--- config.mk ---
export PLATFORM = sky130hd
export DESIGN_NAME = key_range_partition_router_flat
export DESIGN_NICKNAME = d
export VERILOG_FILES = /design/src/krp_pkg.sv /design/src/krp_in_if.sv /design/src/krp_out_if.sv /design/src/krp_divider.sv /design/src/krp_sequencer.sv /design/src/key_range_partition_router.sv /design/src/flat_wrapper.sv
export SDC_FILE = /design/constraint.sdc
export NUM_CORES = 1
export LEC_CHECK = 0
export ABC_AREA = 1
export BUFFER_PORTS_ARGS = -buffer_cell sky130_fd_sc_hd__buf_2
export CAP_MARGIN = 5
export CELL_PAD_IN_SITES_DETAIL_PLACEMENT = 1
export CELL_PAD_IN_SITES_GLOBAL_PLACEMENT = 1
export CORE_ASPECT_RATIO = 1.5
export CORE_MARGIN = 2
export CORE_UTILIZATION = 45
export DETAILED_ROUTE_END_ITERATION = 12
export GPL_TIMING_DRIVEN = 0
export PLACE_DENSITY_LB_ADDON = 0.1
export SETUP_SLACK_MARGIN = 0.15
export SYNTH_ARGS = -nofsm -noshare
export SYNTH_HDL_FRONTEND = slang
export SYNTH_SLANG_ARGS = --single-unit
--- constraint.sdc ---
create_clock -name clk -period 10.3 [get_ports clk]
set_input_delay 1.03 -clock clk [delete_from_list [all_inputs] [get_ports clk]]
set_output_delay 1.03 -clock clk [all_outputs]
set_load 0.01 [all_outputs]
--- src/krp_pkg.sv ---
// shared types, constants and the control store for the key range partition router
// no dependencies; the design files refer to this package by scoped names, the testbench files import it
package krp_pkg;

	localparam int KEY_W       = 31;
	localparam int VAL_W       = 32;
	localparam int SHARD_W     = 4;
	localparam int WC_W        = 5;
	localparam int CMD_W       = 2;
	localparam int CFG_W       = KEY_W;
	localparam int CFG_IDX_W   = 1;
	localparam int RESULT_CAP  = 16;
	localparam int CNT_W       = $clog2(RESULT_CAP + 1);
	localparam int DIV_CNT_W   = $clog2(KEY_W + 1);

	localparam logic [WC_W-1:0]  MAX_WORKERS = WC_W'(16);
	localparam logic [KEY_W-1:0] KPW_RESET   = KEY_W'(1024);
	localparam logic [WC_W-1:0]  WC_RESET    = WC_W'(16);

	typedef enum logic [CMD_W-1:0] {
		CMD_GET   = 2'd0,
		CMD_PUT   = 2'd1,
		CMD_RANGE = 2'd2,
		CMD_NONE  = 2'd3
	} cmd_t;

	typedef enum logic [CFG_IDX_W-1:0] {
		REG_KPW = 1'b0,
		REG_WC  = 1'b1
	} cfg_idx_t;

	// program steps
	typedef enum logic [2:0] {
		ST_IDLE     = 3'd0,
		ST_DIV_INIT = 3'd1,
		ST_DIV_RUN  = 3'd2,
		ST_PLACE    = 3'd3,
		ST_SEG      = 3'd4,
		ST_SEG_DONE = 3'd5,
		ST_POINT    = 3'd6
	} step_t;

	// jump conditions: taken goes to target, otherwise next step
	typedef enum logic [2:0] {
		C_NEVER    = 3'd0,
		C_ALWAYS   = 3'd1,
		C_NO_INPUT = 3'd2,
		C_DROP     = 3'd3,
		C_DIV_MORE = 3'd4,
		C_POINT    = 3'd5,
		C_SEG_MORE = 3'd6
	} cond_t;

	typedef struct packed {
		logic  in_ready;
		logic  div_init;
		logic  div_step;
		logic  place;
		logic  emit_seg;
		logic  emit_point;
		logic  wait_out;
		cond_t cond;
		step_t target;
	} ucode_t;

	typedef struct packed {
		logic in_ready;
		logic div_init;
		logic div_step;
		logic place;
		logic emit_seg;
		logic emit_point;
	} krp_ctrl_t;

	typedef struct packed {
		logic in_valid;
		logic drop;
		logic div_more;
		logic point;
		logic seg_more;
		logic out_free;
	} krp_status_t;

	// control store
	function automatic ucode_t ucode_word(input step_t pc);
		ucode_t w;
		w = '{in_ready: 1'b0, div_init: 1'b0, div_step: 1'b0, place: 1'b0,
			emit_seg: 1'b0, emit_point: 1'b0, wait_out: 1'b0,
			cond: C_ALWAYS, target: ST_IDLE};
		case (pc)
			ST_IDLE: begin
				w.in_ready = 1'b1;
				w.cond     = C_NO_INPUT;
				w.target   = ST_IDLE;
			end
			ST_DIV_INIT: begin
				w.div_init = 1'b1;
				w.cond     = C_DROP;
				w.target   = ST_IDLE;
			end
			ST_DIV_RUN: begin
				w.div_step = 1'b1;
				w.cond     = C_DIV_MORE;
				w.target   = ST_DIV_RUN;
			end
			ST_PLACE: begin
				w.place  = 1'b1;
				w.cond   = C_POINT;
				w.target = ST_POINT;
			end
			ST_SEG: begin
				w.emit_seg = 1'b1;
				w.wait_out = 1'b1;
				w.cond     = C_SEG_MORE;
				w.target   = ST_SEG;
			end
			ST_SEG_DONE: begin
				w.cond   = C_ALWAYS;
				w.target = ST_IDLE;
			end
			ST_POINT: begin
				w.emit_point = 1'b1;
				w.wait_out   = 1'b1;
				w.cond       = C_ALWAYS;
				w.target     = ST_IDLE;
			end
			default: begin
				w.cond   = C_ALWAYS;
				w.target = ST_IDLE;
			end
		endcase
		return w;
	endfunction

endpackage

--- src/krp_in_if.sv ---
// operation channel: valid/ready handshake carrying one key-value operation per beat
// depends on krp_pkg for field widths
interface krp_in_if;
	logic                        valid;
	logic                        ready;
	logic [krp_pkg::CMD_W-1:0]   command;
	logic [krp_pkg::KEY_W-1:0]   key_low;
	logic [krp_pkg::KEY_W-1:0]   key_high;
	logic [krp_pkg::VAL_W-1:0]   put_value;
	logic                        txn_last;

	modport source (output valid, command, key_low, key_high, put_value, txn_last,
		input ready);
	modport sink (input valid, command, key_low, key_high, put_value, txn_last,
		output ready);
endinterface

--- src/krp_out_if.sv ---
// routed result channel: valid/ready handshake carrying one sub-operation per beat
// depends on krp_pkg for field widths
interface krp_out_if;
	logic                        valid;
	logic                        ready;
	logic [krp_pkg::SHARD_W-1:0] shard_index;
	logic [krp_pkg::CMD_W-1:0]   out_command;
	logic [krp_pkg::KEY_W-1:0]   begin_key;
	logic [krp_pkg::KEY_W-1:0]   end_key;
	logic [krp_pkg::VAL_W-1:0]   out_value;
	logic                        shard_overflow;
	logic                        run_last;
	logic                        txn_end;

	modport source (output valid, shard_index, out_command, begin_key, end_key, out_value,
		shard_overflow, run_last, txn_end, input ready);
	modport sink (input valid, shard_index, out_command, begin_key, end_key, out_value,
		shard_overflow, run_last, txn_end, output ready);
endinterface

--- src/krp_divider.sv ---
// restoring divider, one quotient bit per step, for key / keys-per-worker
// depends on krp_pkg for the key width
module krp_divider (
	input  logic                      clk,
	input  logic                      arst_n,
	input  logic                      init,
	input  logic                      step,
	input  logic [krp_pkg::KEY_W-1:0] dividend,
	input  logic [krp_pkg::KEY_W-1:0] divisor,
	output logic [krp_pkg::KEY_W-1:0] quotient,
	output logic [krp_pkg::KEY_W-1:0] remainder,
	output logic                      more
);

	logic [krp_pkg::KEY_W-1:0]     rem_q;
	logic [krp_pkg::KEY_W-1:0]     quo_q;
	logic [krp_pkg::DIV_CNT_W-1:0] cnt_q;
	logic [krp_pkg::KEY_W:0]       partial;
	logic [krp_pkg::KEY_W:0]       trial;
	logic                          fits;

	// shift the next dividend bit into the partial remainder
	assign partial = {rem_q, quo_q[krp_pkg::KEY_W-1]};
	assign trial   = partial - {1'b0, divisor};
	assign fits    = partial >= {1'b0, divisor};

	always_ff @(posedge clk or negedge arst_n) begin
		if (!arst_n) begin
			cnt_q <= '0;
		end else if (init) begin
			cnt_q <= krp_pkg::DIV_CNT_W'(krp_pkg::KEY_W);
		end else if (step) begin
			cnt_q <= cnt_q - 1'b1;
		end
	end

	always_ff @(posedge clk) begin
		if (init) begin
			rem_q <= '0;
			quo_q <= dividend;
		end else if (step) begin
			rem_q <= fits ? trial[krp_pkg::KEY_W-1:0] : partial[krp_pkg::KEY_W-1:0];
			quo_q <= {quo_q[krp_pkg::KEY_W-2:0], fits};
		end
	end

	assign quotient  = quo_q;
	assign remainder = rem_q;
	assign more      = cnt_q != krp_pkg::DIV_CNT_W'(1);

endmodule

--- src/krp_sequencer.sv ---
// step counter and control store: one control word per cycle, cond. jumps, held on a stall
// depends on krp_pkg for the program, control and status structs
module krp_sequencer (
	input  logic                 clk,
	input  logic                 arst_n,
	input  krp_pkg::krp_status_t status,
	output krp_pkg::krp_ctrl_t   ctrl
);

	krp_pkg::step_t  pc_q;
	krp_pkg::ucode_t cw;
	logic            blocked;
	logic            hit;

	assign cw      = krp_pkg::ucode_word(pc_q);
	// an emitting step holds while the result register is full and not being taken
	assign blocked = cw.wait_out && !status.out_free;

	always_comb begin
		case (cw.cond)
			krp_pkg::C_NEVER:    hit = 1'b0;
			krp_pkg::C_ALWAYS:   hit = 1'b1;
			krp_pkg::C_NO_INPUT: hit = !status.in_valid;
			krp_pkg::C_DROP:     hit = status.drop;
			krp_pkg::C_DIV_MORE: hit = status.div_more;
			krp_pkg::C_POINT:    hit = status.point;
			krp_pkg::C_SEG_MORE: hit = status.seg_more;
			default:             hit = 1'b1;
		endcase
	end

	always_ff @(posedge clk or negedge arst_n) begin
		if (!arst_n) begin
			pc_q <= krp_pkg::ST_IDLE;
		end else if (!blocked) begin
			pc_q <= hit ? cw.target : krp_pkg::step_t'(pc_q + 3'd1);
		end
	end

	assign ctrl.in_ready   = cw.in_ready;
	assign ctrl.div_init   = cw.div_init;
	assign ctrl.div_step   = cw.div_step;
	assign ctrl.place      = cw.place;
	assign ctrl.emit_seg   = cw.emit_seg && !blocked;
	assign ctrl.emit_point = cw.emit_point && !blocked;

endmodule

--- src/key_range_partition_router.sv ---
// key range partition router: routes key-value operations to the worker shard owning the key
// depends on krp_pkg, krp_in_if, krp_out_if, krp_divider and krp_sequencer
//
// Operations arrive on req (valid/ready); one beat is accepted when both are high. Get and
// put give one result beat on rsp, a range read gives one beat per shard it touches with
// its bounds clamped to the request, plus one flagged beat for any part past the last
// shard (at most sixteen beats). Command 3 and reversed ranges give nothing. run_last marks
// the final beat of an operation, txn_end repeats txn_last on that beat.
// The key is divided by keys_per_worker in a bit-serial divider before any beat is formed; a
// dropped operation returns to idle without stepping the divider. req.ready is high only
// between operations.
// Results sit in an output register; a stalled rsp holds the beat and the sequencer waits
// on its emitting step, nothing is lost. The next operation is accepted while the last
// result still waits to be taken.
// Reset (arst_n low) empties the output register, returns the sequencer to idle and loads
// keys_per_worker = 1024 and worker_count = 16. Write registers only while idle.
module key_range_partition_router (
	input  logic                          clk,
	input  logic                          arst_n,
	krp_in_if.sink                        req,
	krp_out_if.source                     rsp,
	input  logic                          cfg_wr_en,
	input  krp_pkg::cfg_idx_t             cfg_index,
	input  logic [krp_pkg::CFG_W-1:0]     cfg_data
);

	// configuration
	logic [krp_pkg::KEY_W-1:0] kpw_q;
	logic [krp_pkg::WC_W-1:0]  wc_q;
	logic [krp_pkg::KEY_W-1:0] kpw_eff;
	logic [krp_pkg::WC_W-1:0]  wc_eff;

	// held operation
	krp_pkg::cmd_t             cmd_q;
	logic [krp_pkg::KEY_W-1:0] klo_q;
	logic [krp_pkg::KEY_W-1:0] khi_q;
	logic [krp_pkg::VAL_W-1:0] val_q;
	logic                      tl_q;

	// walk state
	logic [krp_pkg::KEY_W-1:0]   blk_q;
	logic [krp_pkg::SHARD_W-1:0] shard_q;
	logic                        ovf_q;
	logic                        tail_q;
	logic [krp_pkg::CNT_W-1:0]   cnt_q;

	// result register
	logic                          out_valid_q;
	logic [krp_pkg::SHARD_W-1:0]   o_shard_q;
	krp_pkg::cmd_t                 o_cmd_q;
	logic [krp_pkg::KEY_W-1:0]     o_begin_q;
	logic [krp_pkg::KEY_W-1:0]     o_end_q;
	logic [krp_pkg::VAL_W-1:0]     o_value_q;
	logic                          o_ovf_q;
	logic                          o_last_q;
	logic                          o_txn_q;

	krp_pkg::krp_ctrl_t   ctrl;
	krp_pkg::krp_status_t status;

	logic [krp_pkg::KEY_W-1:0] quo;
	logic [krp_pkg::KEY_W-1:0] rem;
	logic                      div_more;
	logic                      accept;
	logic                      out_free;

	logic [krp_pkg::KEY_W:0]   blk_end;
	logic                      contains;
	logic                      at_top;
	logic                      cap;
	logic                      flagged;
	logic                      seg_last;
	logic [krp_pkg::KEY_W-1:0] seg_begin;
	logic [krp_pkg::KEY_W-1:0] seg_end;

	assign kpw_eff = (kpw_q == '0) ? krp_pkg::KEY_W'(1) : kpw_q;
	assign wc_eff  = (wc_q > krp_pkg::MAX_WORKERS) ? krp_pkg::MAX_WORKERS : wc_q;

	always_ff @(posedge clk or negedge arst_n) begin
		if (!arst_n) begin
			kpw_q <= krp_pkg::KPW_RESET;
			wc_q  <= krp_pkg::WC_RESET;
		end else if (cfg_wr_en) begin
			unique case (cfg_index)
				krp_pkg::REG_KPW: kpw_q <= cfg_data[krp_pkg::KEY_W-1:0];
				krp_pkg::REG_WC:  wc_q  <= cfg_data[krp_pkg::WC_W-1:0];
				default: ;
			endcase
		end
	end

	krp_sequencer u_seq (
		.clk    (clk),
		.arst_n (arst_n),
		.status (status),
		.ctrl   (ctrl)
	);

	krp_divider u_div (
		.clk       (clk),
		.arst_n    (arst_n),
		.init      (ctrl.div_init),
		.step      (ctrl.div_step),
		.dividend  (klo_q),
		.divisor   (kpw_eff),
		.quotient  (quo),
		.remainder (rem),
		.more      (div_more)
	);

	assign req.ready = ctrl.in_ready;
	assign accept    = req.valid && ctrl.in_ready;
	assign out_free  = !out_valid_q || rsp.ready;

	always_ff @(posedge clk) begin
		if (accept) begin
			cmd_q <= krp_pkg::cmd_t'(req.command);
			klo_q <= req.key_low;
			khi_q <= req.key_high;
			val_q <= req.put_value;
			tl_q  <= req.txn_last;
		end
	end

	// segment of the current block, clamped to the requested range
	assign blk_end   = {1'b0, blk_q} + {1'b0, kpw_eff} - 1'b1;
	assign contains  = blk_end >= {1'b0, khi_q};
	assign at_top    = {1'b0, shard_q} == (wc_eff - 1'b1);
	assign cap       = cnt_q == krp_pkg::CNT_W'(krp_pkg::RESULT_CAP - 1);
	assign flagged   = ovf_q || tail_q;
	assign seg_last  = flagged || contains || cap;
	assign seg_begin = flagged ? (tail_q ? blk_q : klo_q)
		: ((blk_q > klo_q) ? blk_q : klo_q);
	assign seg_end   = (flagged || contains) ? khi_q : blk_end[krp_pkg::KEY_W-1:0];

	assign status.in_valid = req.valid;
	assign status.drop     = (cmd_q == krp_pkg::CMD_NONE)
		|| ((cmd_q == krp_pkg::CMD_RANGE) && (klo_q > khi_q));
	assign status.div_more = div_more;
	assign status.point    = (cmd_q == krp_pkg::CMD_GET) || (cmd_q == krp_pkg::CMD_PUT);
	assign status.seg_more = !seg_last;
	assign status.out_free = out_free;

	always_ff @(posedge clk or negedge arst_n) begin
		if (!arst_n) begin
			tail_q <= 1'b0;
			cnt_q  <= '0;
		end else if (ctrl.place) begin
			tail_q <= 1'b0;
			cnt_q  <= '0;
		end else if (ctrl.emit_seg) begin
			cnt_q <= cnt_q + 1'b1;
			if (!seg_last && at_top) begin
				tail_q <= 1'b1;
			end
		end
	end

	always_ff @(posedge clk) begin
		if (ctrl.place) begin
			blk_q   <= klo_q - rem;
			shard_q <= quo[krp_pkg::SHARD_W-1:0];
			ovf_q   <= quo >= krp_pkg::KEY_W'(wc_eff);
		end else if (ctrl.emit_seg && !seg_last) begin
			// next block; past the top shard this is the first unrouted key
			blk_q <= blk_q + kpw_eff;
			if (!at_top) begin
				shard_q <= shard_q + 1'b1;
			end
		end
	end

	always_ff @(posedge clk or negedge arst_n) begin
		if (!arst_n) begin
			out_valid_q <= 1'b0;
		end else if (ctrl.emit_seg || ctrl.emit_point) begin
			out_valid_q <= 1'b1;
		end else if (rsp.ready) begin
			out_valid_q <= 1'b0;
		end
	end

	always_ff @(posedge clk) begin
		if (ctrl.emit_point) begin
			o_shard_q <= ovf_q ? '0 : shard_q;
			o_cmd_q   <= cmd_q;
			o_begin_q <= klo_q;
			o_end_q   <= klo_q;
			o_value_q <= (cmd_q == krp_pkg::CMD_PUT) ? val_q : '0;
			o_ovf_q   <= ovf_q;
			o_last_q  <= 1'b1;
			o_txn_q   <= tl_q;
		end else if (ctrl.emit_seg) begin
			o_shard_q <= flagged ? '0 : shard_q;
			o_cmd_q   <= krp_pkg::CMD_RANGE;
			o_begin_q <= seg_begin;
			o_end_q   <= seg_end;
			o_value_q <= '0;
			o_ovf_q   <= flagged;
			o_last_q  <= seg_last;
			o_txn_q   <= seg_last && tl_q;
		end
	end

	assign rsp.valid          = out_valid_q;
	assign rsp.shard_index    = o_shard_q;
	assign rsp.out_command    = o_cmd_q;
	assign rsp.begin_key      = o_begin_q;
	assign rsp.end_key        = o_end_q;
	assign rsp.out_value      = o_value_q;
	assign rsp.shard_overflow = o_ovf_q;
	assign rsp.run_last       = o_last_q;
	assign rsp.txn_end        = o_txn_q;

	a_ovf_shard_zero: assert property (@(posedge clk) disable iff (!arst_n)
		rsp.valid && rsp.shard_overflow |-> rsp.shard_index == '0)
		else $error("flagged beat carries a shard index");

	a_bounds_ordered: assert property (@(posedge clk) disable iff (!arst_n)
		rsp.valid |-> rsp.begin_key <= rsp.end_key)
		else $error("sub-range begin above end");

	a_count_capped: assert property (@(posedge clk) disable iff (!arst_n)
		ctrl.emit_seg |-> cnt_q < krp_pkg::CNT_W'(krp_pkg::RESULT_CAP))
		else $error("range split beyond result cap");

	a_txn_on_last: assert property (@(posedge clk) disable iff (!arst_n)
		rsp.valid && rsp.txn_end |-> rsp.run_last)
		else $error("txn_end on a beat that is not last");

endmodule

--- src/flat_wrapper.sv ---
// flat-port wrapper written by rule: the top's interface ports become plain ports
module key_range_partition_router_flat 
  (clk, arst_n, cfg_wr_en, cfg_index, cfg_data, req_valid, req_command, req_key_low, req_key_high, req_put_value, req_txn_last, req_ready, rsp_valid, rsp_shard_index, rsp_out_command, rsp_begin_key, rsp_end_key, rsp_out_value, rsp_shard_overflow, rsp_run_last, rsp_txn_end, rsp_ready);
  krp_in_if req_i ();
  krp_out_if rsp_i ();
  input  logic clk;
  input  logic arst_n;
  input  logic cfg_wr_en;
  input  krp_pkg::cfg_idx_t cfg_index;
  input  logic [krp_pkg::CFG_W-1:0] cfg_data;
  input wire logic [$bits(req_i.valid)-1:0] req_valid;
  input wire logic [$bits(req_i.command)-1:0] req_command;
  input wire logic [$bits(req_i.key_low)-1:0] req_key_low;
  input wire logic [$bits(req_i.key_high)-1:0] req_key_high;
  input wire logic [$bits(req_i.put_value)-1:0] req_put_value;
  input wire logic [$bits(req_i.txn_last)-1:0] req_txn_last;
  output wire logic [$bits(req_i.ready)-1:0] req_ready;
  output wire logic [$bits(rsp_i.valid)-1:0] rsp_valid;
  output wire logic [$bits(rsp_i.shard_index)-1:0] rsp_shard_index;
  output wire logic [$bits(rsp_i.out_command)-1:0] rsp_out_command;
  output wire logic [$bits(rsp_i.begin_key)-1:0] rsp_begin_key;
  output wire logic [$bits(rsp_i.end_key)-1:0] rsp_end_key;
  output wire logic [$bits(rsp_i.out_value)-1:0] rsp_out_value;
  output wire logic [$bits(rsp_i.shard_overflow)-1:0] rsp_shard_overflow;
  output wire logic [$bits(rsp_i.run_last)-1:0] rsp_run_last;
  output wire logic [$bits(rsp_i.txn_end)-1:0] rsp_txn_end;
  input wire logic [$bits(rsp_i.ready)-1:0] rsp_ready;
  assign req_i.valid = req_valid;
  assign req_i.command = req_command;
  assign req_i.key_low = req_key_low;
  assign req_i.key_high = req_key_high;
  assign req_i.put_value = req_put_value;
  assign req_i.txn_last = req_txn_last;
  assign req_ready = req_i.ready;
  assign rsp_valid = rsp_i.valid;
  assign rsp_shard_index = rsp_i.shard_index;
  assign rsp_out_command = rsp_i.out_command;
  assign rsp_begin_key = rsp_i.begin_key;
  assign rsp_end_key = rsp_i.end_key;
  assign rsp_out_value = rsp_i.out_value;
  assign rsp_shard_overflow = rsp_i.shard_overflow;
  assign rsp_run_last = rsp_i.run_last;
  assign rsp_txn_end = rsp_i.txn_end;
  assign rsp_i.ready = rsp_ready;
  key_range_partition_router u_core (.clk(clk), .arst_n(arst_n), .req(req_i), .rsp(rsp_i), .cfg_wr_en(cfg_wr_en), .cfg_index(cfg_index), .cfg_data(cfg_data));
endmodule
### Yosys cells after proc, flatten, opt, wreduce, memory -nomap -nowiden

Cells that the tools add are included.

* register bits: 349
* input bits: 134

* add/subtract/negate cells: 10
* $lt $le $gt $ge: 6
* equality and inequality tests: 17
* mux-type cells: 50
* bitwise operators: 1
* reductions and logical operators: 35

Operators by type and width (number)
* 31-bit 2-to-1 mux: 14
* 32-bit 2-to-1 mux: 3
* 32-bit by 31-bit greater-or-equal comparator with 1-bit output: 2
* 31-bit greater-than comparator: 2
* 31-bit subtractor: 2
* 31-bit by 31-bit adder with 32-bit output: 1
* 32-bit by 1-bit subtractor with 32-bit output (second input constant): 1
* 31-bit adder: 1
* 31-bit by 5-bit greater-or-equal comparator with 1-bit output: 1
* 31-bit logical NOT: 1
* 6-bit case mux with 5 select lines: 1
* 4-bit 2-to-1 mux: 7
* 5-bit 2-to-1 mux: 5
* 1-bit 2-to-1 mux: 16
* 3-bit == test (second input constant): 5
* 3-bit by 2-bit == test with 1-bit output (second input constant): 4
* 2-bit nonzero test: 6
* 5-bit by 1-bit subtractor with 5-bit output (second input constant): 2
* 1-bit logical AND: 8
* 2-bit AND reduction: 4
* 1-bit logical OR: 7
* 3-bit logical NOT: 2
* 1-bit case mux with 6 select lines: 1
* 5-bit by 1-bit adder with 5-bit output (second input constant): 1
* other kinds (16): 22

### Depth between registers and ports, before layout

* word-level depth: 12
* depth in mapped cells: 37
* depth with buffers taken out: 36

### Modules after synthesis

From an unflattened synthesis, not the netlist that was laid out.

* cells, all modules: 3498
* area total of the unflattened synthesis: 26314.0 sq um

By module, submodules not included
* key_range_partition_router: times used 1, cells each 2510, area each 20258.2 sq um, seq. area each 8155.3 sq um
* krp_divider: times used 1, cells each 934, area each 5698.0 sq um, seq. area each 1676.6 sq um
* krp_sequencer: times used 1, cells each 54, area each 357.8 sq um, seq. area each 75.1 sq um

### Least setup slack after synthesis

No wires, ideal clock.

* kind: input-to-reg
* from: input port req_valid
* to: register u_core.cmd_q[0], enable pin
* arrival: 7.607 ns
* path slack: 2.022 ns
* cell stages on the path: 2
* cells stage by stage: inv_1 nor3_1

* longest elaborated chain between the ends: 1

Ends and longest elaborated chain
* from (decl): RTL line flat_wrapper.sv:11 `input wire logic [$bits(req_i.valid)-1:0] req_valid;`
* 1-bit logical AND: RTL line key_range_partition_router.sv:112 `assign accept = req.valid && ctrl.in_ready;`
* via u_core.accept: RTL line key_range_partition_router.sv:64 `logic accept;`
* to (signal assigned): RTL line key_range_partition_router.sv:117 `cmd_q <= krp_pkg::cmd_t'(req.command);`
* to (decl): RTL line key_range_partition_router.sv:34 `krp_pkg::cmd_t cmd_q;`

The timed path passes the listed nets, and every way through them passes these cells.
A chain may end at the register's enable or synchronous reset.

### Worst setup path in the final report

* from: register u_core.kpw_q[17] (netlist name)
* to: register u_core.blk_q[21] (netlist name), enable pin

* longest elaborated chain between the ends: 10

Ends and longest elaborated chain
* from (decl): RTL line key_range_partition_router.sv:28 `logic [krp_pkg::KEY_W-1:0] kpw_q;`
* from (signal assigned): RTL line key_range_partition_router.sv:81 `kpw_q <= krp_pkg::KPW_RESET;`
* from (signal assigned): RTL line key_range_partition_router.sv:85 `krp_pkg::REG_KPW: kpw_q <= cfg_data[krp_pkg::KEY_W-1:0];`
* 31-bit logical NOT: RTL line key_range_partition_router.sv:76 `assign kpw_eff = (kpw_q == '0) ? krp_pkg::KEY_W'(1) : kpw_q;`
* 31-bit 2-to-1 mux *: RTL line key_range_partition_router.sv:76
* 31-bit by 31-bit adder with 32-bit output *: RTL line key_range_partition_router.sv:126 `assign blk_end = {1'b0, blk_q} + {1'b0, kpw_eff} - 1'b1;`
* 32-bit by 1-bit subtractor with 32-bit output *: RTL line key_range_partition_router.sv:126
* 32-bit by 31-bit greater-or-equal comparator with 1-bit output *: RTL line key_range_partition_router.sv:127 `assign contains = blk_end >= {1'b0, khi_q};`
* 1-bit logical OR * (2 in series): RTL line key_range_partition_router.sv:131 `assign seg_last = flagged || contains || cap;`
* 1-bit logical NOT *: RTL line key_range_partition_router.sv:164 `end else if (ctrl.emit_seg && !seg_last) begin`
* 1-bit logical AND *: RTL line key_range_partition_router.sv:164
* 2-bit nonzero test (no line) *
* to (signal assigned): RTL line key_range_partition_router.sv:161 `blk_q <= klo_q - rem;`
* to (signal assigned): RTL line key_range_partition_router.sv:166 `blk_q <= blk_q + kpw_eff;`
* to (decl): RTL line key_range_partition_router.sv:41 `logic [krp_pkg::KEY_W-1:0] blk_q;`

Every way passes the cells marked *; elsewhere a longest branch is shown, timed or not.

==> impl_metrics.env <==
export IMPL_status="complete, no violations"
export IMPL_synth_seq_cells=349
export IMPL_skew_ns=0.0248
export IMPL_mappedNetlistNets=3359
export IMPL_first_global_vias=24500
export IMPL_wl_per_cell_um=24.8
export IMPL_hold_violations=0
export IMPL_max_freq_ghz=0.124
export IMPL_drive_gt1_share_pct=10.9
export IMPL_ioPinCount=239
export IMPL_synthesis_area_sq_mm=0.0240
export IMPL_root_buffer="clkbuf_16"
export IMPL_area_delta_synth_final_pct=14.9
export IMPL_hold_path_class="in -> async"
export IMPL_p_int_mw=4.40
export IMPL_synthDistinctLibCells=59
export IMPL_reg2reg_depth=31
export IMPL_firstDrtPassIters=5
export IMPL_setup_slack_ns=2.27
export IMPL_drtIter0Drc=1338
export IMPL_crit_family="simple AND/OR/NAND/NOR gates"
export IMPL_r2r_start="u_core.kpw_q[17]"
export IMPL_num_vias=22700
export IMPL_synth_cells=2960
export IMPL_yosys_area_top_type="edfxtp_1"
export IMPL_grt_total_usage_pct=35.3
export IMPL_detail_route_vias_per_cell=5.74
export IMPL_combPwrFrac_pct=53.6
export IMPL_synth_top_area_share_pct=33.2
export IMPL_routed_wl_mm=98.2
export IMPL_cts_clk_slew_worst_paths_ns=0.07
export IMPL_clock_sinks=349
export IMPL_numCtsBuffers=38
export IMPL_synth_ff_type="edfxtp_1"
export IMPL_initial_core_util_pct=45.6
export IMPL_maxCapViolCount=0
export IMPL_cts_htree_levels=2
export IMPL_p_per_area_mw_per_mm2=309
export IMPL_rows=103
export IMPL_cp_depth=31
export IMPL_synth_seq_area_share_pct=41.2
export IMPL_min_period_ns=8.03
export IMPL_ctsHoldBuffers=0
export IMPL_synth_edf_count=266
export IMPL_r2r_end="u_core.blk_q[21]"
export IMPL_worst_path_max_delay_cell="nor4_1"
export IMPL_synth_area_leaders="edfxtp_1 33%, ha_1 14%, nand2_1 8.8%"
export IMPL_synth_avg_cell_area_sq_um=8.12
export IMPL_final_core_util_pct=52.4
export IMPL_finalMaxSlewViolations=0
export IMPL_cpPeakStageDelay_ns=1.05
export IMPL_post_cts_setup_buffer_count=0
export IMPL_cts_max_path_buffers=3
export IMPL_drc=0
export IMPL_crit_start="u_core.kpw_q[17]"
export IMPL_synthTopCellsByCount="562 x nand2_1, 464 x inv_1, 311 x o21ai_0"
export IMPL_switching_power_mw=4.13
export IMPL_rsz0062_at_grt="no"
export IMPL_die_x_um=193
export IMPL_fin_nets=3649
export IMPL_crit_top_cell="nand2_1"
export IMPL_antenna_cells=0
export IMPL_dieArea_sq_mm=0.0553
export IMPL_rrSetupSlack_ns=2.27
export IMPL_leakagePower_nw=12.9
export IMPL_maxSlewHeadroom_pct=16.2
export IMPL_synth_warnings=0
export IMPL_ir_drop_v=0.000208
export IMPL_min_period_over_period_pct=78.0
export IMPL_critPathBufInv=5
export IMPL_clk_latency_ns=0.58
export IMPL_die_y_um=287
export IMPL_yosys_cell_count_top_type="nand2_1"
export IMPL_worst_setup_path_start_kind="register"
export IMPL_portBuffers=238
export IMPL_tightestPinTransition_ns=1.24
export IMPL_cts_tree="done"
export IMPL_coreArea_sq_mm=0.0527
export IMPL_async_flop_share_pct=14.6
export IMPL_p_sw_share_pct=48.4
export IMPL_worstPathRequired_ns=10.49
export IMPL_overflow=0
export IMPL_cp_data_arrival_time_ns=8.22
export IMPL_routabilityCongestion=0.983
export IMPL_grt_max_degree=77
export IMPL_critPathCaptureType="register"
export IMPL_grt_antenna_before_repair=0
export IMPL_hpwlAfterDp_mm=80.8
export IMPL_cts_resized=0
export IMPL_crit_path_end="u_core.blk_q[21]"
export IMPL_dpl_worst_slack_ns=2.33
export IMPL_power_frac_seq_pct=28.5
export IMPL_finalSetupViolations=0
export IMPL_grt_pass1_wl_mm=144
export IMPL_postRouteAntennaNets=0
export IMPL_fin_setup_tns_ns=0
export IMPL_clkPwrFrac_pct=17.9
export IMPL_critical_path_class="reg -> reg"
export IMPL_cp_max_fo=31
cell families after synthesis:
group,Yosys count,share of synthesized area [%]
AO/OA/AOI/OAI,776,17.6
XOR/XNOR,66,2.40
adder cells (fa/ha/maj),265,13.9
buffers and inverters,569,9.03
flip-flops,349,41.2
multiplexers,1,0.0416
AND/OR/NAND/NOR,934,15.8
final cells by class:
cell class / instances / area (sq um)
sequential: 349 / 9910
timing repair buffer: 250 / 1350
inverter: 469 / 1760
buffer: 100 / 412
multi-input combinational: 2042 / 12000
tap: 682 / 853
fill: 6518 / 25100
clock buffer: 49 / 1110
clock inverter: 21 / 258
metrics by stage:
stage               hold slack (ns)  std cells  power [mW]  cell area (sq um)
finish                        0.481       3962        8.53              27600
global route                  0.529       3962        9.07              27600
CTS                           0.511       3962        8.49              27600
detailed placement            0.504       3892        6.91              26300
global placement              0.486       3880        6.72              26100
floorplan                     0.462       2960        5.18              24000
power by group through the flow:
stage	Sequential [mW]	Clock [mW]	Combinational [mW]
3_5_place_dp	2.44	0	4.47
3_3_place_gp	2.48	0	4.24
6_report	2.43	1.53	4.58
5_1_grt	2.46	1.59	5.03
4_1_cts	2.42	1.54	4.53
2_1_floorplan	2.42	0	2.76
layout by cell type (no fill, tap or decap), types with 16 or more instances in the layout:
cell type	synthesis	routed
nor3_1	45	44
clkbuf_16	0	42
inv_1	464	463
nand3_1	63	63
ha_1	261	261
dfrtp_1	49	49
nand4_1	19	19
o21ai_1	51	51
o21ai_0	311	311
nor2_1	207	207
dfxtp_1	32	32
nand2_1	562	561
xnor2_1	28	28
xor2_1	38	38
buf_2	7	245
edfxtp_1	266	266
a31oi_1	20	20
o21bai_1	16	16
clkbuf_1	84	87
a21oi_1	288	288
metal layers:
| metal | wire length, um | vias to the layer above | part of all wire (%) | track usage, % |
|---|---|---|---|---|
| met5 | 0 | - | 0 | 0 |
| met1 | 35500 | 11000 | 36 | 37.6 |
| li1 | - | 10600 | - | - |
| met3 | 4780 | 290 | 4.9 | 3.66 |
| met2 | 49200 | 824 | 50 | 63.1 |
| met4 | 8720 | 0 | 8.9 | 27.2 |
worst min path at each step:
stage,from,to,slack (ns),depth (start not counted)
detailed placement,u_core.u_seq.pc_q[0],u_core.u_seq.pc_q[0],0.50,1
global route,arst_n,u_core.kpw_q[24],0.53,1
finish,arst_n,u_core.kpw_q[24],0.48,1
CTS,u_core.u_seq.pc_q[0],u_core.u_seq.pc_q[0],0.51,1
global placement,u_core.rsp.run_last,u_core.rsp.run_last,0.49,2
floorplan,u_core.u_div.remainder[25],u_core.u_div.remainder[25],0.46,2
(Power assumes the default switching activity.)
